<file path="src/sbvs_pkg.sv">
// Package for the segment buffer victim select unit.
// Holds the command codes, state machine type and shared widths; no dependencies.
package sbvs_pkg;

  localparam int FileW = 16;
  localparam int SegW  = 20;
  localparam int TickW = 32;
  localparam int CapW  = 5;
  localparam int EntW  = FileW + SegW + TickW;

  typedef enum logic [1:0] {
    CMD_READ  = 2'd0,
    CMD_WRITE = 2'd1,
    CMD_FIND  = 2'd2,
    CMD_NOP   = 2'd3
  } cmd_t;

  typedef enum logic [2:0] {
    ST_IDLE,
    ST_SCAN,
    ST_CMP,
    ST_SHIFT,
    ST_APPEND,
    ST_DONE
  } state_t;

  typedef struct packed {
    logic [FileW-1:0] file_id;
    logic [SegW-1:0]  seg_id;
    logic [TickW-1:0] last_use;
  } entry_t;

endpackage

</file>
<file path="src/sbvs_if.sv">
// Valid/ready channel interfaces for the segment buffer victim select unit.
// Depends on sbvs_pkg for field widths.
interface sbvs_req_if;
  logic                      valid;
  logic                      ready;
  logic [1:0]                command;
  logic [sbvs_pkg::FileW-1:0] file_id;
  logic [sbvs_pkg::SegW-1:0]  seg_id;
  modport source (output valid, command, file_id, seg_id, input ready);
  modport sink   (input valid, command, file_id, seg_id, output ready);
endinterface

interface sbvs_rsp_if;
  logic                      valid;
  logic                      ready;
  logic                      found;
  logic                      evicted;
  logic [sbvs_pkg::FileW-1:0] evicted_file_id;
  logic [sbvs_pkg::SegW-1:0]  evicted_seg_id;
  modport source (output valid, found, evicted, evicted_file_id, evicted_seg_id, input ready);
  modport sink   (input valid, found, evicted, evicted_file_id, evicted_seg_id, output ready);
endinterface

</file>
<file path="src/sbvs_ram.sv">
// Generic single-port-write, single-port-read RAM with registered read data.
// No dependencies.
module sbvs_ram #(
  parameter int WIDTH = 8,
  parameter int DEPTH = 16
) (
  input  logic                     clk,
  input  logic                     we,
  input  logic [$clog2(DEPTH)-1:0] waddr,
  input  logic [WIDTH-1:0]         wdata,
  input  logic [$clog2(DEPTH)-1:0] raddr,
  output logic [WIDTH-1:0]         rdata
);
  logic [WIDTH-1:0] mem [DEPTH];

  // Write port and registered read port.
  always_ff @(posedge clk) begin
    if (we) begin
      mem[waddr] <= wdata;
    end
    rdata <= mem[raddr];
  end
endmodule

</file>
<file path="src/segment_buffer_victim_select_unit.sv">
// Segment buffer victim select unit: top level with sequencer and entry RAM.
// Read and find walk the filled entries; a no-op or empty read returns a result; a write
// appends, or when full scans, compacts and appends; two 32x20 multiplies per compare step.
// Throughput: one item at a time; the next item is taken the cycle after the result is.
// Reset (rst, synchronous) empties the buffer, zeroes the tick and sets capacity to 16.
// The RAM is not cleared; only the first fill entries are ever read.
module segment_buffer_victim_select_unit #(
  parameter int DEPTH = 16
) (
  input  logic                        clk,
  input  logic                        rst,
  input  logic                        cfg_we,
  input  logic [sbvs_pkg::CapW-1:0]   cfg_wdata,
  sbvs_req_if.sink                    req,
  sbvs_rsp_if.source                  rsp
);
  localparam int AW = $clog2(DEPTH);
  localparam int CW = $clog2(DEPTH + 1);

  sbvs_pkg::state_t state, state_next;

  logic [sbvs_pkg::CapW-1:0]  capacity;
  logic [CW-1:0]              fill_count;
  logic [sbvs_pkg::TickW-1:0] tick;
  logic [1:0]                 cmd;
  logic [sbvs_pkg::FileW-1:0] key_file;
  logic [sbvs_pkg::SegW-1:0]  key_seg;
  logic [CW-1:0]              idx;
  logic                       rd_pend;
  logic                       hit;
  logic [AW-1:0]              hit_idx;
  logic                       have;
  logic                       best_neg;
  logic [AW-1:0]              best;
  logic [sbvs_pkg::SegW-1:0]  best_mag;
  logic [sbvs_pkg::TickW-1:0] best_age;
  logic [sbvs_pkg::SegW-1:0]  best_den;
  logic [sbvs_pkg::TickW-1:0] c_age;
  logic [sbvs_pkg::SegW-1:0]  c_den;
  logic [AW-1:0]              c_idx;
  logic [51:0]                prod_a;
  logic [51:0]                prod_b;
  logic                       pos_win;
  logic [AW-1:0]              victim_sel;
  logic                       out_valid;
  logic                       out_found;
  logic                       out_evicted;
  logic [sbvs_pkg::FileW-1:0] out_file;
  logic [sbvs_pkg::SegW-1:0]  out_seg;

  logic                       ram_we;
  logic [AW-1:0]              ram_waddr;
  sbvs_pkg::entry_t           ram_wdata;
  logic [AW-1:0]              ram_raddr;
  sbvs_pkg::entry_t           ram_rdata;

  logic [CW-1:0]              eff_cap;
  logic                       scan_last;

  sbvs_ram #(.WIDTH(sbvs_pkg::EntW), .DEPTH(DEPTH)) u_ram (
    .clk   (clk),
    .we    (ram_we),
    .waddr (ram_waddr),
    .wdata (ram_wdata),
    .raddr (ram_raddr),
    .rdata (ram_rdata)
  );

  // Effective capacity clamped to 1..DEPTH.
  always_comb begin
    if (capacity == '0) begin
      eff_cap = CW'(1);
    end else if (32'(capacity) > DEPTH) begin
      eff_cap = CW'(DEPTH);
    end else begin
      eff_cap = CW'(capacity);
    end
  end

  // The read issued last cycle returns the final entry of the walk.
  assign scan_last = rd_pend && (idx == fill_count);

  // Cross products of the pending candidate and the best positive weight.
  assign prod_a = 52'(c_age) * 52'(best_den);
  assign prod_b = 52'(best_age) * 52'(c_den);

  // The pending positive candidate beats the current best.
  assign pos_win = (c_den != '0) && (!have || (!best_neg && prod_a < prod_b));
  assign victim_sel = pos_win ? c_idx : (have ? best : '0);

  assign req.ready = (state == sbvs_pkg::ST_IDLE) && !out_valid;
  assign rsp.valid = out_valid;
  assign rsp.found = out_found;
  assign rsp.evicted = out_evicted;
  assign rsp.evicted_file_id = out_file;
  assign rsp.evicted_seg_id = out_seg;

  // Next state.
  always_comb begin
    state_next = state;
    case (state)
      sbvs_pkg::ST_IDLE: begin
        if (req.valid && req.ready) begin
          if (req.command == sbvs_pkg::CMD_NOP) begin
            state_next = sbvs_pkg::ST_DONE;
          end else if (req.command == sbvs_pkg::CMD_WRITE && fill_count < eff_cap) begin
            state_next = sbvs_pkg::ST_APPEND;
          end else if (fill_count == '0) begin
            state_next = sbvs_pkg::ST_DONE;
          end else begin
            state_next = sbvs_pkg::ST_SCAN;
          end
        end
      end
      sbvs_pkg::ST_SCAN: begin
        if (scan_last) begin
          state_next = (cmd == sbvs_pkg::CMD_WRITE) ? sbvs_pkg::ST_CMP : sbvs_pkg::ST_DONE;
        end
      end
      sbvs_pkg::ST_CMP: begin
        state_next = sbvs_pkg::ST_SHIFT;
      end
      sbvs_pkg::ST_SHIFT: begin
        if (idx >= fill_count) begin
          state_next = sbvs_pkg::ST_APPEND;
        end
      end
      sbvs_pkg::ST_APPEND: begin
        state_next = sbvs_pkg::ST_DONE;
      end
      sbvs_pkg::ST_DONE: begin
        state_next = sbvs_pkg::ST_IDLE;
      end
      default: begin
        state_next = sbvs_pkg::ST_IDLE;
      end
    endcase
  end

  // RAM port: reads walk idx; shift copies entry idx-1 to idx-2; append and read hit write.
  always_comb begin
    ram_we = 1'b0;
    ram_waddr = '0;
    ram_wdata = ram_rdata;
    ram_raddr = idx[AW-1:0];
    case (state)
      sbvs_pkg::ST_IDLE: begin
        ram_raddr = '0;
      end
      sbvs_pkg::ST_CMP: begin
        ram_raddr = victim_sel;
      end
      sbvs_pkg::ST_SHIFT: begin
        if (rd_pend) begin
          ram_we = 1'b1;
          ram_waddr = AW'(idx - CW'(2));
        end
      end
      sbvs_pkg::ST_APPEND: begin
        ram_we = 1'b1;
        ram_waddr = fill_count[AW-1:0];
        ram_wdata = '{file_id: key_file, seg_id: key_seg, last_use: tick};
      end
      sbvs_pkg::ST_DONE: begin
        if (cmd == sbvs_pkg::CMD_READ && hit) begin
          ram_we = 1'b1;
          ram_waddr = hit_idx;
          ram_wdata = '{file_id: key_file, seg_id: key_seg, last_use: tick};
        end
      end
      default: begin
      end
    endcase
  end

  // Sequencer registers.
  always_ff @(posedge clk) begin
    if (rst) begin
      state <= sbvs_pkg::ST_IDLE;
      capacity <= sbvs_pkg::CapW'(16);
      fill_count <= '0;
      tick <= '0;
      out_valid <= 1'b0;
      rd_pend <= 1'b0;
      hit <= 1'b0;
      have <= 1'b0;
    end else begin
      state <= state_next;
      if (cfg_we) begin
        capacity <= cfg_wdata;
      end
      if (rsp.valid && rsp.ready) begin
        out_valid <= 1'b0;
      end
      case (state)
        sbvs_pkg::ST_IDLE: begin
          if (req.valid && req.ready) begin
            cmd <= req.command;
            key_file <= req.file_id;
            key_seg <= req.seg_id;
            idx <= CW'(1);
            rd_pend <= 1'b1;
            hit <= 1'b0;
            have <= 1'b0;
            best <= '0;
            best_neg <= 1'b0;
            c_den <= '0;
            c_age <= '0;
            best_den <= '0;
            best_age <= '0;
            out_found <= 1'b0;
            out_evicted <= 1'b0;
            out_file <= '0;
            out_seg <= '0;
          end
        end
        sbvs_pkg::ST_SCAN, sbvs_pkg::ST_CMP: begin
          // Resolve the positive candidate from the previous step.
          if (pos_win) begin
            have <= 1'b1;
            best_neg <= 1'b0;
            best <= c_idx;
            best_age <= c_age;
            best_den <= c_den;
          end
          c_den <= '0;
          if (state == sbvs_pkg::ST_SCAN) begin
            // Search and victim steps on the entry just read.
            if (!hit && ram_rdata.file_id == key_file && ram_rdata.seg_id == key_seg) begin
              hit <= 1'b1;
              hit_idx <= AW'(idx - CW'(1));
            end
            if (ram_rdata.seg_id < key_seg) begin
              if (!have || !best_neg || (key_seg - ram_rdata.seg_id) > best_mag ||
                  (c_den != '0 && !have)) begin
                if (!(have && best_neg && (key_seg - ram_rdata.seg_id) <= best_mag)) begin
                  have <= 1'b1;
                  best_neg <= 1'b1;
                  best <= AW'(idx - CW'(1));
                  best_mag <= key_seg - ram_rdata.seg_id;
                end
              end
            end else if (ram_rdata.seg_id > key_seg && !(have && best_neg)) begin
              c_den <= ram_rdata.seg_id - key_seg;
              c_age <= tick - ram_rdata.last_use;
              c_idx <= AW'(idx - CW'(1));
            end
            if (scan_last) begin
              rd_pend <= 1'b0;
            end else begin
              idx <= idx + CW'(1);
            end
          end else begin
            // Victim known after this step: begin the compaction walk.
            idx <= CW'(victim_sel) + CW'(1);
            rd_pend <= 1'b0;
          end
        end
        sbvs_pkg::ST_SHIFT: begin
          if (!rd_pend) begin
            // First cycle: the read of the victim returns now.
            out_evicted <= 1'b1;
            out_file <= ram_rdata.file_id;
            out_seg <= ram_rdata.seg_id;
          end
          if (idx >= fill_count) begin
            fill_count <= fill_count - CW'(1);
            rd_pend <= 1'b0;
          end else begin
            idx <= idx + CW'(1);
            rd_pend <= 1'b1;
          end
        end
        sbvs_pkg::ST_APPEND: begin
          fill_count <= fill_count + CW'(1);
          tick <= tick + 1'b1;
        end
        sbvs_pkg::ST_DONE: begin
          out_valid <= 1'b1;
          if (cmd != sbvs_pkg::CMD_WRITE) begin
            out_found <= hit;
          end
          if (cmd == sbvs_pkg::CMD_READ && hit) begin
            tick <= tick + 1'b1;
          end
        end
        default: begin
        end
      endcase
    end
  end
endmodule

</file>
<file path="src/flat_wrapper.sv">
// flat-port wrapper written by rule: the top's interface ports become plain ports
module segment_buffer_victim_select_unit_flat 
#(
  parameter int DEPTH = 16
)
  (clk, rst, cfg_we, cfg_wdata, req_valid, req_command, req_file_id, req_seg_id, req_ready, rsp_valid, rsp_found, rsp_evicted, rsp_evicted_file_id, rsp_evicted_seg_id, rsp_ready);
  sbvs_req_if req_i ();
  sbvs_rsp_if rsp_i ();
  input  logic clk;
  input  logic rst;
  input  logic cfg_we;
  input  logic [sbvs_pkg::CapW-1:0] cfg_wdata;
  input wire logic [$bits(req_i.valid)-1:0] req_valid;
  input wire logic [$bits(req_i.command)-1:0] req_command;
  input wire logic [$bits(req_i.file_id)-1:0] req_file_id;
  input wire logic [$bits(req_i.seg_id)-1:0] req_seg_id;
  output wire logic [$bits(req_i.ready)-1:0] req_ready;
  output wire logic [$bits(rsp_i.valid)-1:0] rsp_valid;
  output wire logic [$bits(rsp_i.found)-1:0] rsp_found;
  output wire logic [$bits(rsp_i.evicted)-1:0] rsp_evicted;
  output wire logic [$bits(rsp_i.evicted_file_id)-1:0] rsp_evicted_file_id;
  output wire logic [$bits(rsp_i.evicted_seg_id)-1:0] rsp_evicted_seg_id;
  input wire logic [$bits(rsp_i.ready)-1:0] rsp_ready;
  assign req_i.valid = req_valid;
  assign req_i.command = req_command;
  assign req_i.file_id = req_file_id;
  assign req_i.seg_id = req_seg_id;
  assign req_ready = req_i.ready;
  assign rsp_valid = rsp_i.valid;
  assign rsp_found = rsp_i.found;
  assign rsp_evicted = rsp_i.evicted;
  assign rsp_evicted_file_id = rsp_i.evicted_file_id;
  assign rsp_evicted_seg_id = rsp_i.evicted_seg_id;
  assign rsp_i.ready = rsp_ready;
  segment_buffer_victim_select_unit #(.DEPTH(DEPTH)) u_core (.clk(clk), .rst(rst), .cfg_we(cfg_we), .cfg_wdata(cfg_wdata), .req(req_i), .rsp(rsp_i));
endmodule
</file>
<file path="config.mk">
export PLATFORM = sky130hd
export DESIGN_NAME = segment_buffer_victim_select_unit_flat
export DESIGN_NICKNAME = d
export VERILOG_FILES = /design/src/sbvs_pkg.sv /design/src/sbvs_if.sv /design/src/sbvs_ram.sv /design/src/segment_buffer_victim_select_unit.sv /design/src/flat_wrapper.sv
export SDC_FILE = /design/constraint.sdc
export NUM_CORES = 2
export LEC_CHECK = 0
export ABC_CLOCK_PERIOD_IN_PS = 10900
export BUFFER_PORTS_ARGS = -buffer_cell sky130_fd_sc_hd__buf_2
export CORE_ASPECT_RATIO = 0.8
export CORE_MARGIN = 2
export CORE_UTILIZATION = 55
export CTS_BUF_LIST = sky130_fd_sc_hd__clkbuf_2
export DETAILED_ROUTE_END_ITERATION = 10
export PLACE_DENSITY_LB_ADDON = 0.3
export SLEW_MARGIN = 10
export SYNTH_ARGS = -nofsm -noshare
export SYNTH_HDL_FRONTEND = slang
export SYNTH_SLANG_ARGS = --single-unit
</file>
<file path="constraint.sdc">
create_clock -name clk -period 10.9 [get_ports clk]
set_input_delay 1.09 -clock clk [delete_from_list [all_inputs] [get_ports clk]]
set_output_delay 1.09 -clock clk [all_outputs]
set_load 0.05 [all_outputs]
</file>
; After elaboration in Yosys (flattened, before gate mapping)
; Memory sizes are Yosys's and may differ from the RTL's. A register that Yosys moved wholly into a read port is not among the register bits.
; Cells that the tools add are included.
[totals]
reg_bits = 267
ramBits = 1088
inputBits = 48
output_inout_bits = 40
wordCells = 212
mem_count = 1
[mem_list]
columns = name, words, word_bits, rd, rd_ports_with_merged_regs, write_ports, line_no
row1 = u_core.u_ram.mem, 16, 68, 1, 1, 1, sbvs_ram.sv:14  ; logic [WIDTH-1:0] mem [DEPTH];
[op_classes]
addsub = 10
multipliers = 2
n_lt_le_gt_ge = 8
eq_ne = 26
muxes = 85
bitwise = 3
n_reduce_logical = 52
[op_table]
columns = op, n
row1 = 2-to-1 mux 32 bit, 6
row2 = case mux 32 bit (2 select lines), 3
row3 = case mux 68 bit (2 select lines), 1
row4 = 2-to-1 mux 20 bit, 6
row5 = case mux 20 bit (2 select lines), 3
row6 = multiplier 32 x 20 -> 52 bit, 2
row7 = 2-to-1 mux 68 bit, 1
row8 = less-than comparator 52 bit, 1
row9 = > comparator 20 bit, 2
row10 = 2-to-1 mux 4 bit, 10
row11 = subtractor 20 bit, 2
row12 = 2-to-1 mux 5 bit, 7
row13 = "adder 32 x 1 -> 32 bit, second input constant", 1
row14 = 2-to-1 mux 16 bit, 2
row15 = case mux 16 bit (2 select lines), 1
row16 = subtractor 32 bit, 1
row17 = 2-to-1 mux 1 bit, 25
row18 = 2-to-1 mux 3 bit, 7
row19 = equality test 20 bit, 1
row20 = less-or-equal comparator 20 bit, 1
row21 = less-than comparator 20 bit, 1
row22 = AND reduction 4 bit, 5
row23 = nonzero test 20 bit, 1
row24 = "!= test 2 x 1 -> 1 bit, second input constant", 9
row25 = 39 further kinds, 87

; Depth between registers and ports, before layout
[logic_depth]
word_depth = 11
mapped_depth = 43
depth_no_buf = 40

; By module
; Synthesis repeated with hierarchy kept, for this count alone.
[unflattened]
hier_cells = 8254
area_unflattened_um2 = 99989.6
[modules_own_cells]
columns = module, instances, cells_each, area_each_um2, seq_area_each_um2
row1 = segment_buffer_victim_select_unit, 1, 6504, 58009.4, 7527.2
row2 = sbvs_ram, 1, 1750, 41980.3, 34032.6

; Worst setup path before layout
; OpenSTA, ideal clock, no wires.
[synth_path]
path_kind = reg-to-reg
from = reg u_core.best_den[2] (netlist name)
to = reg u_core.best_age[0] (netlist name), enable pin
setup_time_ns = 0.468
t_arrival_ns = 11.315
t_required_ns = 10.432
slack_ns = -0.883
path_stages_with_launch = 37
n_path_buf = 1
synth_period_minus_slack_ns = 11.783
path_cell_list = edfxtp_1 -> clkbuf_1 -> and2_1 -> fa_1 -> fa_1 -> inv_1 -> fa_1 -> inv_1 -> fa_1 -> inv_1 -> fa_1 -> inv_1 -> fa_1 -> inv_1 -> fa_1 -> inv_1 -> ha_1 -> and3_1 -> nand2_1 -> o21bai_1 -> o21ai_0 -> o311a_1 -> a31o_2 -> o31a_1 -> o21ai_0 -> a21oi_1 -> o21ai_0 -> xor2_1 -> ha_1 -> nand4_1 -> nor2_1 -> a221o_1 -> a2111oi_1 -> nand2_1 -> o21ai_4 -> nor2_1 -> nor2b_1
[synth_between]
elab_chain_len = 7
[synth_lines]
columns = element, line_no
row1 = "start, declared", segment_buffer_victim_select_unit.sv:37  ; logic [sbvs_pkg::SegW-1:0] best_den;
row2 = "start signal, assigned", segment_buffer_victim_select_unit.sv:224  ; best_den <= c_den;
row3 = multiplier 32 x 20 -> 52 bit, segment_buffer_victim_select_unit.sv:84  ; assign prod_a = 52'(c_age) * 52'(best_den);
row4 = less-than comparator 52 bit, segment_buffer_victim_select_unit.sv:88  ; assign pos_win = (c_den != '0) && (!have || (!best_neg && prod_a < prod_b));
row5 = logical AND 1 bit, segment_buffer_victim_select_unit.sv:88
row6 = logical OR 1 bit, segment_buffer_victim_select_unit.sv:88
row7 = logical AND 1 bit, segment_buffer_victim_select_unit.sv:88
row8 = != test 2 x 1 -> 1 bit (no line), n/a
row9 = AND reduction 4 bit (no line), n/a
row10 = "end signal, assigned", segment_buffer_victim_select_unit.sv:223  ; best_age <= c_age;
row11 = "end, declared", segment_buffer_victim_select_unit.sv:36  ; logic [sbvs_pkg::TickW-1:0] best_age;
; No other way between the ends.
; A chain may end at the register's enable or synchronous reset.

; Worst setup path after layout
[layout_path]
from = reg u_core.c_age[5] (netlist name)
to = reg u_core.u_ram.rdata[49] (read register of u_core.u_ram.mem)
[layout_between]
elab_chain_len = 7
[layout_lines]
columns = element, line_no
row1 = "start, declared", segment_buffer_victim_select_unit.sv:38  ; logic [sbvs_pkg::TickW-1:0] c_age;
row2 = "start signal, assigned", segment_buffer_victim_select_unit.sv:245  ; c_age <= tick - ram_rdata.last_use;
row3 = multiplier 32 x 20 -> 52 bit, segment_buffer_victim_select_unit.sv:84
row4 = less-than comparator 52 bit, segment_buffer_victim_select_unit.sv:88
row5 = logical AND 1 bit, segment_buffer_victim_select_unit.sv:88
row6 = logical OR 1 bit, segment_buffer_victim_select_unit.sv:88
row7 = logical AND 1 bit, segment_buffer_victim_select_unit.sv:88
row8 = 2-to-1 mux 4 bit, segment_buffer_victim_select_unit.sv:89  ; assign victim_sel = pos_win ? c_idx : (have ? best : '0);
row9 = case mux 4 bit (2 select lines), segment_buffer_victim_select_unit.sv:146  ; case (state)
row10 = "end, declared", sbvs_ram.sv:12  ; output logic [WIDTH-1:0] rdata
; No other way between the ends.

==> impl_metrics.ini <==
[status]
status = complete, no violations

[global_route]
grt_pass1_vias = 69674
grt_util_all_layers_pct = 28.9
grt_pass1_wl_mm = 405
antenna_found_initial = 13
gr-total-overflow = 0
grt_max_degree = 73

[route]
num_vias = 66590
ant_nets = 0
route.detailed.drc = 0
via_per_inst = 5.71
routedWlPerCell_um = 22.8
dr.pass1.iters = 6
drt_iter0_markers = 6210
routed_wl_mm = 266

[synth]
synthArstFlopShare_pct = 0
synth.largest_area_cell = edfxtp_1
syn_nets = 9824
yosysTopAreaCellShare_pct = 39.4
synth_area_per_cell_sq_um = 12.1
ys_ff_latch = 1423
synthFlopType = edfxtp_1
seq_area_frac_synth_pct = 41.7
synth_cell_types = 82
synth_area_sq_um = 99600
synth_edf_count = 1306
yosys-top-cells-area = edfxtp_1 39%, fa_1 22%, mux4_2 6.1%
yosysWarningCount = 0
syn-instance-count = 8213

[placement]
place_congestion = 0.921
hpwl_mm = 184
io_buffers = 87
placed_area_sq_um = 107000

[clock_tree]
numClockSinks = 1423
insertion_delay_ns = 1.78
numCtsBuffers = 355
cts.htree.levels = 5
clockBufferDepth = 4
cts_root_buf = clkbuf_2
tritoncts = built
clkTransAtPathRegs_ns = 0.10

[final_layout]
final_common_cell = inv_1
fin_util_pct = 63.0
layout.nets = 10602
syn_to_final_growth_pct = 13.7
mostFrequentLayoutCells = 1333 x inv_1, 1306 x edfxtp_1, 1066 x fa_1, 1037 x nand2_1, 640 x and2_1
drive_gt1_share_pct = 19.3
postLayoutCellArea_sq_um = 113000

[sta]
maxSlewViolCount = 0
finalCriticalPeriod_ns = 10.87
skew_ns = 0.254
relSlewSlack_pct = 22.7
setup_viol = 0
rsz0062_at_grt = true
hold_viol_final = 0
finalCritPeriodShare_pct = 99.7
max_freq_ghz = 0.0920
tightest_slew_ns = 1.14

[worst_setup_path]
crit_top_cell = fa_1
cp-endpoint = u_core.u_ram.rdata[49]
regToRegSetupSlack_ns = 0.03
critPathCaptureType = flop
cp.required_ns = 12.52
r2r_cells = 41
cp_max_fo = 14
cp-start-kind = flop
crit_type = reg2reg
max_stage_delay_ns = 0.56
worstReg2RegStart = u_core.c_age[5]
slowest_stage = fa_1
crit_arrival_ns = 12.49
reg2reg_to = u_core.u_ram.rdata[49]
startpoint = u_core.c_age[5]

[floorplan]
core_sq_um = 180000
die_h_um = 385
initial_utilization_pct = 55.4
ioPinCount = 88
fp.dieArea_sq_um = 185000
rows = 139
dieWidth_um = 480

[hold_path]
worstHoldPathType = in2reg

[run]
drv_cap = 0
==> per-layer routing <==
metal	wire (um)	GRT usage, %
met5	57	0
met4	11200	11.9
met3	24100	5.02
met2	126000	46.5
met1	104000	39.3
==> cells in the mapped netlist (all sizes together) (10+ instances only) <==
cell	count
a211oi	22
a21boi	11
a21o	83
a21oi	193
a22oi	140
a31oi	18
and2	648
and3	28
buf	70
clkbuf	342
dfxtp	117
edfxtp	1306
fa	1076
ha	487
inv	1343
mux2i	15
mux4	271
nand2	1042
nand2b	35
nand3	52
nand4	35
nor2	190
nor2b	44
nor3	46
nor3b	10
nor4	15
o21a	27
o21ai	185
o21bai	27
or2	11
or3	15
xnor2	96
xor2	92
==> sequential cells by signal, indices dropped and copies added (netlist names), 4 cells and up <==
name / count
u_core.rsp.evicted_file_id: 16
u_core.best_den: 20
u_core.best_mag: 20
u_core.u_ram.rdata: 68
u_core.rsp.evicted_seg_id: 20
u_core.hit_idx: 4
u_core.fill_count: 5
u_core.idx: 5
u_core.u_ram.mem: 1088
u_core.capacity: 5
u_core.best: 4
u_core.key_seg: 20
u_core.c_age: 32
u_core.key_file: 16
u_core.c_den: 20
u_core.c_idx: 4
u_core.tick: 32
u_core.best_age: 32
==> logic make-up after synthesis <==
family	after synthesis	share of synthesized area (%)
multiplexers	290	6.32
flip-flops	1423	41.7
AO/OA/AOI/OAI	799	5.22
XOR/XNOR	188	1.65
buffers and inverters	1756	6.72
adder cells (fa/ha/maj)	1563	27.7
AND/OR/NAND/NOR	2194	10.6
==> per-stage QoR <==
step	std cells	hold slack [ns]	worst slack [ns]	setup TNS, ns
2_1_floorplan	8213	0.455	0.109	0
3_3_place_gp	10832	0.498	-0.395	-21.70
3_5_place_dp	10832	0.528	-0.544	-32.89
4_1_cts	11563	0.0511	0.00816	0
5_1_grt	11665	0.111	-0.213	-9.45
6_report	11668	0.254	0.0331	0
==> layout make-up <==
type                       instances  area [sq um]
clock buffer                     535          2680
tap                             2397          3000
inverter                        1344          5040
clock inverter                    91           510
fill                           13562         66400
sequential                      1423         41600
timing repair buffer             833          7890
multi-input combinational       5034         52500
antenna                           11          27.5
==> what timing repair did <==
item                                    in CTS  in global routing
gates cloned                                 2                 17
setup buffers                               11                 79
endpoints found under the setup margin      72                 73
pin swaps                                   18                143
hold endpoints to repair                    85                  0
hold buffers                                92                  0
gates resized for setup                     43                221
==> worst max-delay path, delay by kind of cell, from the launching register on <==
family          cells  cell delay (ns)
buf+inv            11             1.14
compound gates     15             3.41
flops               1             0.54
simple gates        4             0.94
fa+ha+maj           9             4.11
xor+xnor            1             0.13
mux                 1             0.48
==> worst min path at each step <==
stage / endpoint / slack, ns / depth (start not counted) / from
6_report: u_core.key_seg[0] / 0.25 / 2 / req_seg_id[0]
5_1_grt: u_core.key_seg[0] / 0.11 / 2 / req_seg_id[0]
4_1_cts: u_core.key_seg[0] / 0.05 / 2 / req_seg_id[0]
3_5_place_dp: u_core.tick[28] / 0.53 / 2 / u_core.tick[28]
3_3_place_gp: u_core.tick[28] / 0.50 / 2 / u_core.tick[28]
2_1_floorplan: u_core.capacity[0] / 0.45 / 2 / u_core.capacity[0]
Power is not shown: default switching activity piles up to over one toggle a cycle in this logic, so the estimate is an artifact.
